===== config.mk =====
export PLATFORM = sky130hd
export DESIGN_NAME = small_matrix_multiply
export DESIGN_NICKNAME = d
export VERILOG_FILES = /design/src/design/smm_pkg.sv /design/src/design/small_matrix_multiply.sv /design/src/design/smm_ram.sv /design/src/design/smm_job_fifo.sv /design/src/design/smm_front.sv /design/src/design/smm_back.sv
export SDC_FILE = /design/constraint.sdc
export NUM_CORES = 2
export LEC_CHECK = 0
export ABC_AREA = 0
export BUFFER_PORTS_ARGS = -buffer_cell sky130_fd_sc_hd__buf_2
export CAP_MARGIN = 20
export CORE_ASPECT_RATIO = 1.75
export CORE_UTILIZATION = 45
export CTS_BUF_LIST = sky130_fd_sc_hd__clkbuf_4 sky130_fd_sc_hd__clkbuf_8 sky130_fd_sc_hd__clkbuf_16
export DETAILED_ROUTE_END_ITERATION = 10
export SLEW_MARGIN = 5
export SYNTH_ARGS = -nofsm -noshare
export SYNTH_HDL_FRONTEND = slang
export SYNTH_HIERARCHICAL = 1
export SYNTH_SLANG_ARGS = --single-unit

===== constraint.sdc =====
create_clock -name clk -period 17.8 [get_ports clk]
set_input_delay 2.67 -clock clk [delete_from_list [all_inputs] [get_ports clk]]
set_output_delay 2.67 -clock clk [all_outputs]
set_load 0.1 [all_outputs]

===== src/design/smm_pkg.sv =====
// shared types and constants for the small matrix multiplier
`timescale 1ns / 1ps

package smm_pkg;

  // defaults for the top-level parameters
  localparam int MAX_DIM_DEF   = 8;
  localparam int ELEM_W_DEF    = 16;

  // fixed field widths
  localparam int CFG_W         = 4;
  localparam int IDX_W         = 3;
  localparam int PRODUCT_W     = 35;
  localparam int REG_ADDR_W    = 4;
  localparam int APB_DATA_W    = 32;

  // depth of the job queue between front and back
  localparam int JOBQ_DEPTH    = 2;

  // register indexes (paddr[3:2])
  localparam logic [1:0] REG_ROWS_A     = 2'd0;
  localparam logic [1:0] REG_INNER_SIZE = 2'd1;
  localparam logic [1:0] REG_COLS_B     = 2'd2;

  // element kinds
  localparam logic KIND_A = 1'b0;
  localparam logic KIND_B = 1'b1;

  // one multiply job: clamped dimensions
  typedef struct packed {
    logic [CFG_W-1:0] m;
    logic [CFG_W-1:0] n;
    logic [CFG_W-1:0] p;
  } job_t;

endpackage


===== src/design/small_matrix_multiply.sv =====
// top level of the small signed matrix multiplier
`timescale 1ns / 1ps

// usage
// - item channel (item_valid, item_stall, kind, value): one element of A (kind 0) or
//   of B (kind 1) per item, row-major within its matrix; elements past a matrix's
//   size are dropped
// - loading takes one item a cycle while item_stall is low; the item that leaves both matrices full
//   starts a multiply, and item_stall stays high until the last product element
//   has been computed
// - result channel (result_valid, result_stall, row, col, product, last): every
//   element of C = A * B in row-major order, last high on the final one
// - each product element takes a start step, the walk
//   over the inner dimension reading one A and one B element a cycle from the two
//   element memories, then the multiply stage and the accumulate stage
// - a stalled result item holds in the output register; the back end waits
//   before starting the next product element, the load side is not affected
//   until the multiply finishes
// - apb port sets rows_a, inner_size, cols_b (0 acts as 1, above the maximum
//   clamps); write them only while the block is idle
// - reset (rst, synchronous): registers back to 1, load counters clear, no job
//   pending; the element memories keep their contents

module small_matrix_multiply import smm_pkg::*; #(
  parameter int MAX_DIM       = MAX_DIM_DEF,
  parameter int ELEMENT_WIDTH = ELEM_W_DEF
) (
  input  logic                        clk,
  input  logic                        rst,
  // configuration
  input  logic                        psel,
  input  logic                        penable,
  input  logic                        pwrite,
  input  logic [REG_ADDR_W-1:0]       paddr,
  input  logic [APB_DATA_W-1:0]       pwdata,
  output logic [APB_DATA_W-1:0]       prdata,
  output logic                        pready,
  // element items
  input  logic                        item_valid,
  output logic                        item_stall,
  input  logic                        kind,
  input  logic signed [ELEMENT_WIDTH-1:0] value,
  // product items
  output logic                        result_valid,
  input  logic                        result_stall,
  output logic [IDX_W-1:0]            row,
  output logic [IDX_W-1:0]            col,
  output logic signed [PRODUCT_W-1:0] product,
  output logic                        last
);

  localparam int STORE_DEPTH = MAX_DIM * MAX_DIM;
  localparam int ADDR_W      = (STORE_DEPTH > 1) ? $clog2(STORE_DEPTH) : 1;

  // configuration registers
  logic [CFG_W-1:0] rows_a;
  logic [CFG_W-1:0] inner_size;
  logic [CFG_W-1:0] cols_b;
  logic             cfg_write;

  // store write side (front) and read side (back)
  logic                     a_we;
  logic                     b_we;
  logic [ADDR_W-1:0]        a_waddr;
  logic [ADDR_W-1:0]        b_waddr;
  logic [ELEMENT_WIDTH-1:0] wdata;
  logic                     rd_en;
  logic [ADDR_W-1:0]        a_raddr;
  logic [ADDR_W-1:0]        b_raddr;
  logic [ELEMENT_WIDTH-1:0] a_rdata;
  logic [ELEMENT_WIDTH-1:0] b_rdata;

  // job queue
  logic job_push;
  job_t push_job;
  logic job_ready;
  logic job_pop;
  job_t pop_job;
  logic job_valid;
  logic done;

  assign pready    = 1'b1;
  assign cfg_write = psel && penable && pwrite && pready;

  // register writes, index taken from the word address
  always_ff @(posedge clk) begin
    if (rst) begin
      rows_a     <= CFG_W'(1);
      inner_size <= CFG_W'(1);
      cols_b     <= CFG_W'(1);
    end else if (cfg_write) begin
      unique case (paddr[3:2])
        REG_ROWS_A:     rows_a     <= pwdata[CFG_W-1:0];
        REG_INNER_SIZE: inner_size <= pwdata[CFG_W-1:0];
        REG_COLS_B:     cols_b     <= pwdata[CFG_W-1:0];
        default:        ;
      endcase
    end
  end

  // register reads return the raw written value
  always_comb begin
    unique case (paddr[3:2])
      REG_ROWS_A:     prdata = APB_DATA_W'(rows_a);
      REG_INNER_SIZE: prdata = APB_DATA_W'(inner_size);
      REG_COLS_B:     prdata = APB_DATA_W'(cols_b);
      default:        prdata = '0;
    endcase
  end

  // front: loads elements and fires a job when both matrices are full
  smm_front #(
    .MAX_DIM       (MAX_DIM),
    .ELEMENT_WIDTH (ELEMENT_WIDTH),
    .ADDR_W        (ADDR_W)
  ) u_front (
    .clk        (clk),
    .rst        (rst),
    .rows_a     (rows_a),
    .inner_size (inner_size),
    .cols_b     (cols_b),
    .item_valid (item_valid),
    .item_stall (item_stall),
    .kind       (kind),
    .value      (value),
    .a_we       (a_we),
    .b_we       (b_we),
    .a_waddr    (a_waddr),
    .b_waddr    (b_waddr),
    .wdata      (wdata),
    .job_push   (job_push),
    .job        (push_job),
    .job_ready  (job_ready),
    .done       (done)
  );

  // element stores for A and B
  smm_ram #(
    .WIDTH  (ELEMENT_WIDTH),
    .DEPTH  (STORE_DEPTH),
    .ADDR_W (ADDR_W)
  ) u_a_store (
    .clk   (clk),
    .we    (a_we),
    .waddr (a_waddr),
    .wdata (wdata),
    .re    (rd_en),
    .raddr (a_raddr),
    .rdata (a_rdata)
  );

  smm_ram #(
    .WIDTH  (ELEMENT_WIDTH),
    .DEPTH  (STORE_DEPTH),
    .ADDR_W (ADDR_W)
  ) u_b_store (
    .clk   (clk),
    .we    (b_we),
    .waddr (b_waddr),
    .wdata (wdata),
    .re    (rd_en),
    .raddr (b_raddr),
    .rdata (b_rdata)
  );

  // queue decouples the load side from the compute side
  smm_job_fifo u_jobq (
    .clk       (clk),
    .rst       (rst),
    .push      (job_push),
    .push_job  (push_job),
    .job_ready (job_ready),
    .pop       (job_pop),
    .pop_job   (pop_job),
    .job_valid (job_valid)
  );

  // back: multiply-accumulate walk and result register
  smm_back #(
    .MAX_DIM       (MAX_DIM),
    .ELEMENT_WIDTH (ELEMENT_WIDTH),
    .ADDR_W        (ADDR_W)
  ) u_back (
    .clk          (clk),
    .rst          (rst),
    .job_valid    (job_valid),
    .job_in       (pop_job),
    .job_pop      (job_pop),
    .rd_en        (rd_en),
    .a_raddr      (a_raddr),
    .b_raddr      (b_raddr),
    .a_rdata      (a_rdata),
    .b_rdata      (b_rdata),
    .result_valid (result_valid),
    .result_stall (result_stall),
    .row          (row),
    .col          (col),
    .product      (product),
    .last         (last),
    .done         (done)
  );

endmodule


===== src/design/smm_ram.sv =====
// generic single-write, single-read ram with registered read data
`timescale 1ns / 1ps

module smm_ram #(
  parameter int WIDTH  = 16,
  parameter int DEPTH  = 64,
  parameter int ADDR_W = (DEPTH > 1) ? $clog2(DEPTH) : 1
) (
  input  logic              clk,
  input  logic              we,
  input  logic [ADDR_W-1:0] waddr,
  input  logic [WIDTH-1:0]  wdata,
  input  logic              re,
  input  logic [ADDR_W-1:0] raddr,
  output logic [WIDTH-1:0]  rdata
);

  logic [WIDTH-1:0] mem [DEPTH];

  always_ff @(posedge clk) begin
    if (we) begin
      mem[waddr] <= wdata;
    end
    if (re) begin
      rdata <= mem[raddr];
    end
  end

endmodule


===== src/design/smm_job_fifo.sv =====
// short job queue between the load front and the compute back
`timescale 1ns / 1ps

module smm_job_fifo import smm_pkg::*; (
  input  logic clk,
  input  logic rst,
  input  logic push,
  input  job_t push_job,
  output logic job_ready,
  input  logic pop,
  output job_t pop_job,
  output logic job_valid
);

  localparam int PTR_W = (JOBQ_DEPTH > 1) ? $clog2(JOBQ_DEPTH) : 1;
  localparam int CNT_W = $clog2(JOBQ_DEPTH + 1);

  job_t             entries [JOBQ_DEPTH];
  logic [PTR_W-1:0] wr_ptr;
  logic [PTR_W-1:0] rd_ptr;
  logic [CNT_W-1:0] count;
  logic             do_push;
  logic             do_pop;

  assign job_ready = (count != CNT_W'(JOBQ_DEPTH));
  assign job_valid = (count != '0);
  assign pop_job   = entries[rd_ptr];
  assign do_push   = push && job_ready;
  assign do_pop    = pop && job_valid;

  always_ff @(posedge clk) begin
    if (rst) begin
      wr_ptr <= '0;
      rd_ptr <= '0;
      count  <= '0;
    end else begin
      if (do_push) begin
        wr_ptr <= (wr_ptr == PTR_W'(JOBQ_DEPTH - 1)) ? '0 : wr_ptr + PTR_W'(1);
      end
      if (do_pop) begin
        rd_ptr <= (rd_ptr == PTR_W'(JOBQ_DEPTH - 1)) ? '0 : rd_ptr + PTR_W'(1);
      end
      if (do_push && !do_pop) begin
        count <= count + CNT_W'(1);
      end else if (do_pop && !do_push) begin
        count <= count - CNT_W'(1);
      end
    end
  end

  always_ff @(posedge clk) begin
    if (do_push) begin
      entries[wr_ptr] <= push_job;
    end
  end

endmodule


===== src/design/smm_front.sv =====
// load front: takes element items, fills the stores, fires multiply jobs
`timescale 1ns / 1ps

module smm_front import smm_pkg::*; #(
  parameter int MAX_DIM       = MAX_DIM_DEF,
  parameter int ELEMENT_WIDTH = ELEM_W_DEF,
  parameter int ADDR_W        = (MAX_DIM * MAX_DIM > 1) ? $clog2(MAX_DIM * MAX_DIM) : 1
) (
  input  logic                     clk,
  input  logic                     rst,
  input  logic [CFG_W-1:0]         rows_a,
  input  logic [CFG_W-1:0]         inner_size,
  input  logic [CFG_W-1:0]         cols_b,
  input  logic                     item_valid,
  output logic                     item_stall,
  input  logic                     kind,
  input  logic [ELEMENT_WIDTH-1:0] value,
  output logic                     a_we,
  output logic                     b_we,
  output logic [ADDR_W-1:0]        a_waddr,
  output logic [ADDR_W-1:0]        b_waddr,
  output logic [ELEMENT_WIDTH-1:0] wdata,
  output logic                     job_push,
  output job_t                     job,
  input  logic                     job_ready,
  input  logic                     done
);

  localparam int CNT_W = $clog2(MAX_DIM * MAX_DIM + 1);

  logic [CFG_W-1:0]   m;
  logic [CFG_W-1:0]   n;
  logic [CFG_W-1:0]   p;
  logic [2*CFG_W-1:0] a_prod;
  logic [2*CFG_W-1:0] b_prod;
  logic [CNT_W-1:0]   a_size;
  logic [CNT_W-1:0]   b_size;
  logic [CNT_W-1:0]   a_count;
  logic [CNT_W-1:0]   b_count;
  logic [CNT_W-1:0]   a_count_next;
  logic [CNT_W-1:0]   b_count_next;
  logic               busy;
  logic               accept;
  logic               fire;

  function automatic logic [CFG_W-1:0] clamp_dim(input logic [CFG_W-1:0] r);
    logic [CFG_W-1:0] res;
    if (r == '0) begin
      res = CFG_W'(1);
    end else if (r > CFG_W'(MAX_DIM)) begin
      res = CFG_W'(MAX_DIM);
    end else begin
      res = r;
    end
    return res;
  endfunction

  assign m      = clamp_dim(rows_a);
  assign n      = clamp_dim(inner_size);
  assign p      = clamp_dim(cols_b);
  assign a_prod = m * n;
  assign b_prod = n * p;
  assign a_size = CNT_W'(a_prod);
  assign b_size = CNT_W'(b_prod);

  assign item_stall = busy || !job_ready;
  assign accept     = item_valid && !item_stall;

  // surplus elements are dropped
  assign a_we    = accept && (kind == KIND_A) && (a_count < a_size);
  assign b_we    = accept && (kind == KIND_B) && (b_count < b_size);
  assign a_waddr = a_count[ADDR_W-1:0];
  assign b_waddr = b_count[ADDR_W-1:0];
  assign wdata   = value;

  assign a_count_next = a_count + CNT_W'(a_we);
  assign b_count_next = b_count + CNT_W'(b_we);
  assign fire         = accept && (a_count_next >= a_size) && (b_count_next >= b_size);

  assign job_push = fire;
  assign job      = '{m: m, n: n, p: p};

  always_ff @(posedge clk) begin
    if (rst) begin
      a_count <= '0;
      b_count <= '0;
      busy    <= 1'b0;
    end else begin
      if (fire) begin
        a_count <= '0;
        b_count <= '0;
        busy    <= 1'b1;
      end else begin
        a_count <= a_count_next;
        b_count <= b_count_next;
        if (done) begin
          busy <= 1'b0;
        end
      end
    end
  end

endmodule


===== src/design/smm_back.sv =====
// compute back: walks the product, multiply-accumulates, holds the result item
`timescale 1ns / 1ps

module smm_back import smm_pkg::*; #(
  parameter int MAX_DIM       = MAX_DIM_DEF,
  parameter int ELEMENT_WIDTH = ELEM_W_DEF,
  parameter int ADDR_W        = (MAX_DIM * MAX_DIM > 1) ? $clog2(MAX_DIM * MAX_DIM) : 1
) (
  input  logic                        clk,
  input  logic                        rst,
  input  logic                        job_valid,
  input  job_t                        job_in,
  output logic                        job_pop,
  output logic                        rd_en,
  output logic [ADDR_W-1:0]           a_raddr,
  output logic [ADDR_W-1:0]           b_raddr,
  input  logic [ELEMENT_WIDTH-1:0]    a_rdata,
  input  logic [ELEMENT_WIDTH-1:0]    b_rdata,
  output logic                        result_valid,
  input  logic                        result_stall,
  output logic [IDX_W-1:0]            row,
  output logic [IDX_W-1:0]            col,
  output logic signed [PRODUCT_W-1:0] product,
  output logic                        last,
  output logic                        done
);

  localparam int PW   = 2 * ELEMENT_WIDTH;
  localparam int WIDE = (PW > PRODUCT_W) ? PW : PRODUCT_W;

  typedef enum logic [1:0] {IDLE, HOLD, ISSUE, WAIT} state_t;

  state_t               state;
  logic [CFG_W-1:0]     m;
  logic [CFG_W-1:0]     n;
  logic [CFG_W-1:0]     p;
  logic [CFG_W-1:0]     i;
  logic [CFG_W-1:0]     j;
  logic [CFG_W-1:0]     k;
  logic [ADDR_W-1:0]    a_base;
  logic [ADDR_W-1:0]    a_addr;
  logic [ADDR_W-1:0]    b_addr;
  logic                 s1_vld;
  logic                 s1_first;
  logic                 s1_lastk;
  logic                 s2_vld;
  logic                 s2_first;
  logic                 s2_lastk;
  logic signed [PW-1:0] s2_prod;
  logic signed [WIDE-1:0] prod_wide;
  logic [PRODUCT_W-1:0] acc;
  logic [PRODUCT_W-1:0] acc_next;
  logic                 out_free;
  logic                 k_last;
  logic                 elem_done;

  assign job_pop   = (state == IDLE) && job_valid;
  assign rd_en     = (state == ISSUE);
  assign a_raddr   = a_addr;
  assign b_raddr   = b_addr;
  assign out_free  = !result_valid || !result_stall;
  assign k_last    = (k == n - CFG_W'(1));
  assign prod_wide = WIDE'(s2_prod);
  assign acc_next  = (s2_first ? '0 : acc) + prod_wide[PRODUCT_W-1:0];
  assign elem_done = s2_vld && s2_lastk;

  // read, multiply and accumulate stages
  always_ff @(posedge clk) begin
    s1_first <= (k == '0);
    s1_lastk <= k_last;
    s2_first <= s1_first;
    s2_lastk <= s1_lastk;
    s2_prod  <= $signed(a_rdata) * $signed(b_rdata);
    if (s2_vld) begin
      acc <= acc_next;
    end
  end

  always_ff @(posedge clk) begin
    if (rst) begin
      state        <= IDLE;
      s1_vld       <= 1'b0;
      s2_vld       <= 1'b0;
      result_valid <= 1'b0;
      done         <= 1'b0;
    end else begin
      done   <= 1'b0;
      s1_vld <= rd_en;
      s2_vld <= s1_vld;
      if (result_valid && !result_stall) begin
        result_valid <= 1'b0;
      end
      if (elem_done) begin
        result_valid <= 1'b1;
        row          <= IDX_W'(i);
        col          <= IDX_W'(j);
        product      <= $signed(acc_next);
        last         <= (i == m - CFG_W'(1)) && (j == p - CFG_W'(1));
      end
      unique case (state)
        IDLE: begin
          if (job_valid) begin
            m      <= job_in.m;
            n      <= job_in.n;
            p      <= job_in.p;
            i      <= '0;
            j      <= '0;
            a_base <= '0;
            state  <= HOLD;
          end
        end
        HOLD: begin
          if (out_free) begin
            k      <= '0;
            a_addr <= a_base;
            b_addr <= ADDR_W'(j);
            state  <= ISSUE;
          end
        end
        ISSUE: begin
          k      <= k + CFG_W'(1);
          a_addr <= a_addr + ADDR_W'(1);
          b_addr <= b_addr + ADDR_W'(p);
          if (k_last) begin
            state <= WAIT;
          end
        end
        WAIT: begin
          if (elem_done) begin
            if (j == p - CFG_W'(1)) begin
              j <= '0;
              if (i == m - CFG_W'(1)) begin
                done  <= 1'b1;
                state <= IDLE;
              end else begin
                i      <= i + CFG_W'(1);
                a_base <= a_base + ADDR_W'(n);
                state  <= HOLD;
              end
            end else begin
              j     <= j + CFG_W'(1);
              state <= HOLD;
            end
          end
        end
      endcase
    end
  end

endmodule


Yosys cells after proc, flatten, opt, wreduce, memory -nomap -nowiden
Memory sizes are Yosys's and may differ from the RTL's. A register that Yosys moved wholly into a read port is not among the register bits.
Index checks and enable logic that the tools add are counted.
{"block": "totals", "regBits": 180, "latchBits": 0, "ram_bits": 2072, "romBits": 0, "input_bits": 60, "word_cells": 176, "memories": 3}
{"name": "u_a_store.mem", "words": 64, "word_bits": 16, "read_ports": 1, "rd_ports_with_merged_regs": 1, "write_ports": 1, "line": "smm_ram.sv:18", "source": "logic [WIDTH-1:0] mem [DEPTH];"}
{"name": "u_b_store.mem", "words": 64, "word_bits": 16, "read_ports": 1, "rd_ports_with_merged_regs": 1, "write_ports": 1, "line": "smm_ram.sv:18"}
{"name": "u_jobq.entries", "words": 2, "word_bits": 12, "read_ports": 1, "rd_ports_with_merged_regs": 1, "write_ports": 1, "line": "smm_job_fifo.sv:18", "source": "job_t entries [JOBQ_DEPTH];"}
{"block": "classes", "add_sub_neg": 16, "mul": 3, "n_div": 0, "magnitude_cmp": 7, "n_eq_ne": 15, "shift": 0, "n_mux": 49, "bitwise": 5, "n_reduce_logical": 48}
{"cell": "4-bit 2-to-1 mux", "n": 13}
{"cell": "6-bit 2-to-1 mux", "n": 6}
{"cell": "6-bit case mux with 2 select lines", "n": 3}
{"cell": "35-bit adder", "n": 1}
{"cell": "35-bit 2-to-1 mux", "n": 1}
{"cell": "16-bit by 16-bit multiplier with 32-bit output", "n": 1}
{"cell": "4-bit case mux with 2 select lines", "n": 3}
{"cell": "1-bit logical AND", "n": 17}
{"cell": "4-bit logical NOT", "n": 4}
{"cell": "1-bit 2-to-1 mux", "n": 15}
{"cell": "7-bit by 1-bit adder with 7-bit output", "n": 2}
{"cell": "7-bit greater-or-equal comparator", "n": 2}
{"cell": "7-bit < comparator", "n": 2}
{"cell": "4-bit by 4-bit multiplier with 7-bit output", "n": 2}
{"cell": "4-bit by 1-bit adder with 4-bit output (second input constant)", "n": 3}
{"cell": "6-bit by 4-bit adder with 6-bit output", "n": 2}
{"cell": "4-bit == test", "n": 3}
{"cell": "4-bit > comparator (second input constant)", "n": 3}
{"cell": "2-bit 2-to-1 mux", "n": 6}
{"cell": "4-bit case mux with 3 select lines", "n": 1}
{"cell": "2-bit nonzero test", "n": 6}
{"cell": "4-bit by 1-bit subtractor with 4-bit output (second input constant)", "n": 3}
{"cell": "2-bit by 1-bit != test with 1-bit output (second input constant)", "n": 5}
{"cell": "2-bit case mux with 4 select lines", "n": 1}
{"cell": "17 further kinds", "n": 38}

Depth between registers and ports, before layout
{"block": "depth", "word_depth": 16, "ltp_mapped": 33}

Hierarchy
The synthesis kept the hierarchy.
{"module": "smm_ram (u_b_store)", "instances": 1, "cells_each": 1829, "area_each_um2": 40202.3}
{"module": "smm_ram (u_a_store)", "instances": 1, "cells_each": 1829, "area_each_um2": 40199.8}
{"module": "smm_back", "instances": 1, "cells_each": 1741, "area_each_um2": 17575.6}
{"module": "smm_front", "instances": 1, "cells_each": 268, "area_each_um2": 2303.5}
{"module": "smm_job_fifo", "instances": 1, "cells_each": 61, "area_each_um2": 1083.5}
{"module": "small_matrix_multiply", "instances": 1, "cells_each": 91, "area_each_um2": 810.8}

Worst setup path before layout
Ideal clock, no wire load.
{"block": "synth_timing", "path_type": "input to output", "from": "input port paddr[2]", "to": "output port prdata[3]", "arrival_ns": 5.055, "setup_slack_ns": 10.075, "path_stages": 3, "path_buffers": 1, "path_cell_list": "buf_4 -> mux2i_1 -> o21ai_0"}
{"block": "synth_between", "elab_chain_len": 2}
{"item": "start, declared", "line": "small_matrix_multiply.sv:34", "source": "input logic [REG_ADDR_W-1:0] paddr,"}
{"item": "2-bit == test, or another cell as far along", "line": "small_matrix_multiply.sv:103", "source": "unique case (paddr[3:2])"}
{"item": "4-bit case mux with 3 select lines *", "line": "small_matrix_multiply.sv:103"}
{"item": "end, declared", "line": "small_matrix_multiply.sv:36", "source": "output logic [APB_DATA_W-1:0] prdata,"}
Every way passes the cells marked *; elsewhere a longest branch is shown, timed or not.

==> results.tsv <==
stage	metric	value	unit
finish	Finished Layout Cells	9186	
floorplan	die height	632	um
place	post-DP HPWL	164	mm
timing	setup_tns	0	ns
clock_tree	CTS Hold Bufs	0	
synthesis	area of the mapped netlist	102000	sq um
floorplan	Die Area	229000	sq um
synthesis	synthesized instance count	5819	
global_route	grt ovf	0	
floorplan	die width	362	um
clock_tree	clock buffer depth	4	
clock_tree	# resized after CTS	0	
timing	Slew @ Worst Pin	1.29	ns
timing	Worst Clk Skew	0.0638	ns
place	Placed Cells	8802	
drt	DRC errors left	0	
global_route	GRT Util Overall	0.219	
synthesis	area share of fa/ha/maj cells after synthesis	0.0760	
setup_path	Startpoint Class	register	
synthesis	synth unique cells	98	
clock_tree	CTS tree	built	
drt	Antenna Nets Post-Route	0	
synthesis	post-synthesis simple-gate area fraction	0.0510	
timing	Final setup viols	0	
global_route	vias in the first global route	54981	
timing	Final Cycle Share	0.468	
setup_path	WS Path Type	register to register	
synthesis	register bit total from synthesis	2297	
global_route	pin count of the biggest net entering global routing	104	
drt	Vias	51655	
clock_tree	H-Tree Depth	4	
min_path	WHS Path Cells	0	
timing	RSZ-0062 raised after global routing	false	
synthesis	mux share of post-synthesis cell area	0.125	
timing	Final Max Slew Viols	0	
clock_tree	Root Driver	clkbuf_16	
clock_tree	Clock Pin Slew Worst Setup and Hold Paths	0.07	ns
timing	f_max	120	MHz
drt	detailed-route wire length per cell	27.0	um
finish	commonest non-fill, non-tap cell in the layout	edfxtp_1	
global_route	global-route wire length before repair	366	mm
synthesis	compound-gate portion of the synthesized area	0.0347	
setup_path	WP data arrival	9.09	ns
synthesis	ys async rst share	0	
place	input/output buffers	77	
synthesis	main combinational cell family by area after synthesis	multiplexers	
finish	Final #Nets	6506	
drt	number of DRC markers in iteration 0	3834	
clock_tree	CTS Buf Count	213	
setup_path	WP data required	18.55	ns
finish	area grow syn2layout	10.1	%
clock_tree	Clk Latency, worst-skew pair	0.88	ns
finish	share of layout cells above drive strength 1	0.195	
clock_tree	CTS sink cnt	2297	
floorplan	Initial Utilization	0.452	
setup_path	FF-to-FF path depth	27	
synthesis	top_reg_cell synth	edfxtp_1	
clock_tree	# Post-CTS Setup Buffers	0	
status	status	finished clean	
drt	via density per instance	5.62	
drt	Total Wirelength	248	mm
run	MaxCap Viol Count	0	
global_route	initial antenna violation count	13	
finish	commonest cells after routing, fill and taps aside	edfxtp_1, mux4_2, inv_1	
setup_path	crit-path max FO	17	
setup_path	Critical Path Sink Type	register	
drt	drt pass-1 iters	6	
synthesis	Seq/Total Area, Yosys	0.668	
synthesis	EDFF count, synth	2223	
min_path	Worst Hold Class	register to register	
timing	slew margin rel.	0.141	
timing	Final Critical Period	8.34	ns
synthesis	Avg Inst Size Synth	17.6	sq um
floorplan	core area	226000	sq um
synthesis	xor and xnor area share after synthesis	0.0102	
floorplan	FP Rows	231	
finish	Fillers	18759	
place	RD Place Congestion	0.838	
floorplan	Ports	137	
synthesis	Yosys Warn Count	6	
timing	Hold Fails Final Rpt	0	
final timing paths:
| kind | start | end | slack (ns) |
|---|---|---|---|
| worst max-delay path | inner_size[3] | u_jobq/count[1] | 9.46 |
| worst min register to register | u_back/s1_lastk | u_back/s2_lastk | 0.33 |
| worst min-delay path | u_back/s1_lastk | u_back/s2_lastk | 0.33 |
| worst max register to register | inner_size[3] | u_jobq/count[1] | 9.46 |
cell families after synthesis:
logic type,count (synthesis)
AO/OA/AOI/OAI,498
buffers and inverters,707
multiplexers,706
adder cells (fa/ha/maj),457
other,2
AND/OR/NAND/NOR,1033
flip-flops,2297
XOR/XNOR,119
synthesized netlist by cell type, types with 16 or more instances:
cell type	n	area (sq um)
a211o_1	19	166
a211oi_1	24	180
a21o_1	32	240
a21oi_1	107	536
a221oi_1	35	307
a22oi_1	80	601
a311oi_1	16	140
a31oi_1	20	125
and2_1	150	938
buf_2	76	380
buf_4	84	631
buf_6	37	417
clkbuf_1	93	349
dfxtp_1	74	1480
edfxtp_1	2223	66800
fa_1	273	5470
ha_1	181	2260
inv_1	387	1450
mux2_2	69	777
mux2i_1	189	1890
mux4_2	440	9910
nand2_1	284	1070
nand2b_1	37	231
nand3_1	69	345
nand4_1	33	206
nor2_1	239	897
nor2b_1	110	688
nor3_1	27	135
o21a_1	16	120
o21ai_0	51	255
xnor2_1	77	674
xor2_1	42	368
critical path: stages, from the launching register on:
cell	delay (ns)
dfxtp_1	0.59
inv_1	0.24
nand2_1	0.25
inv_1	0.16
nand2_1	0.12
fa_1	0.42
inv_1	0.08
fa_1	0.45
fa_1	0.43
xnor2_1	0.35
ha_1	0.32
a21o_1	0.18
maj3_1	0.37
a2111oi_2	1.01
ha_1	0.35
ha_1	0.22
nand3_1	0.10
xnor2_1	0.19
ha_1	0.34
o211ai_1	0.11
o21a_1	0.18
a221oi_1	0.31
o211ai_2	0.18
inv_2	0.34
and2_1	0.20
ha_1	0.26
or3_1	0.37
a21oi_1	0.14
stage by stage:
| stage | worst slack [ns] | utilization | hold WS [ns] | area (sq um) |
|---|---|---|---|---|
| 2_1_floorplan | 10.08 | - | 0.310 | 102000 |
| 4_1_cts | 9.42 | 0.497 | 0.337 | 112000 |
| 3_5_place_dp | 9.47 | 0.468 | 0.322 | 106000 |
| 6_report | 9.46 | 0.498 | 0.333 | 113000 |
| 5_1_grt | 8.94 | 0.498 | 0.342 | 112000 |
| 3_3_place_gp | 9.67 | 0.468 | 0.311 | 106000 |
registers in the layout, indices dropped and copies added (netlist names), 7 cells and up, named ones only:
register and flops:
u_back/acc 35, u_a_store/mem 1024, u_b_store/mem 1024, u_back/product 35, u_b_store/rdata 16, u_a_store/rdata 16, u_jobq/entries 24, u_back/s2_prod 32
u_front/a_count 7, u_front/b_count 7
cell type report:
cell class,count,area [sq um],share of cell area
diodes,4,10.0,0.0000890
clock buffers,273,5830,0.0519
inverters,388,1460,0.0129
multi-input cells,2842,30600,0.272
well taps,3029,3790,0.0337
repair buffers,250,1810,0.0161
clock inverters,103,768,0.00683
flip-flops and latches,2297,68200,0.607
per-layer routing:
layer | share of wire | vias to the layer above | global-route usage
li1 | - | 22517 | -
met4 | 0.054 | 6 | 0.111
met2 | 0.56 | 1336 | 0.416
met1 | 0.35 | 27342 | 0.238
met3 | 0.038 | 454 | 0.0226
met5 | 0.00017 | - | 0
Power is left out: the tool's default activity adds up to more than one toggle a clock period on the data nets, which glitch-free logic cannot reach.
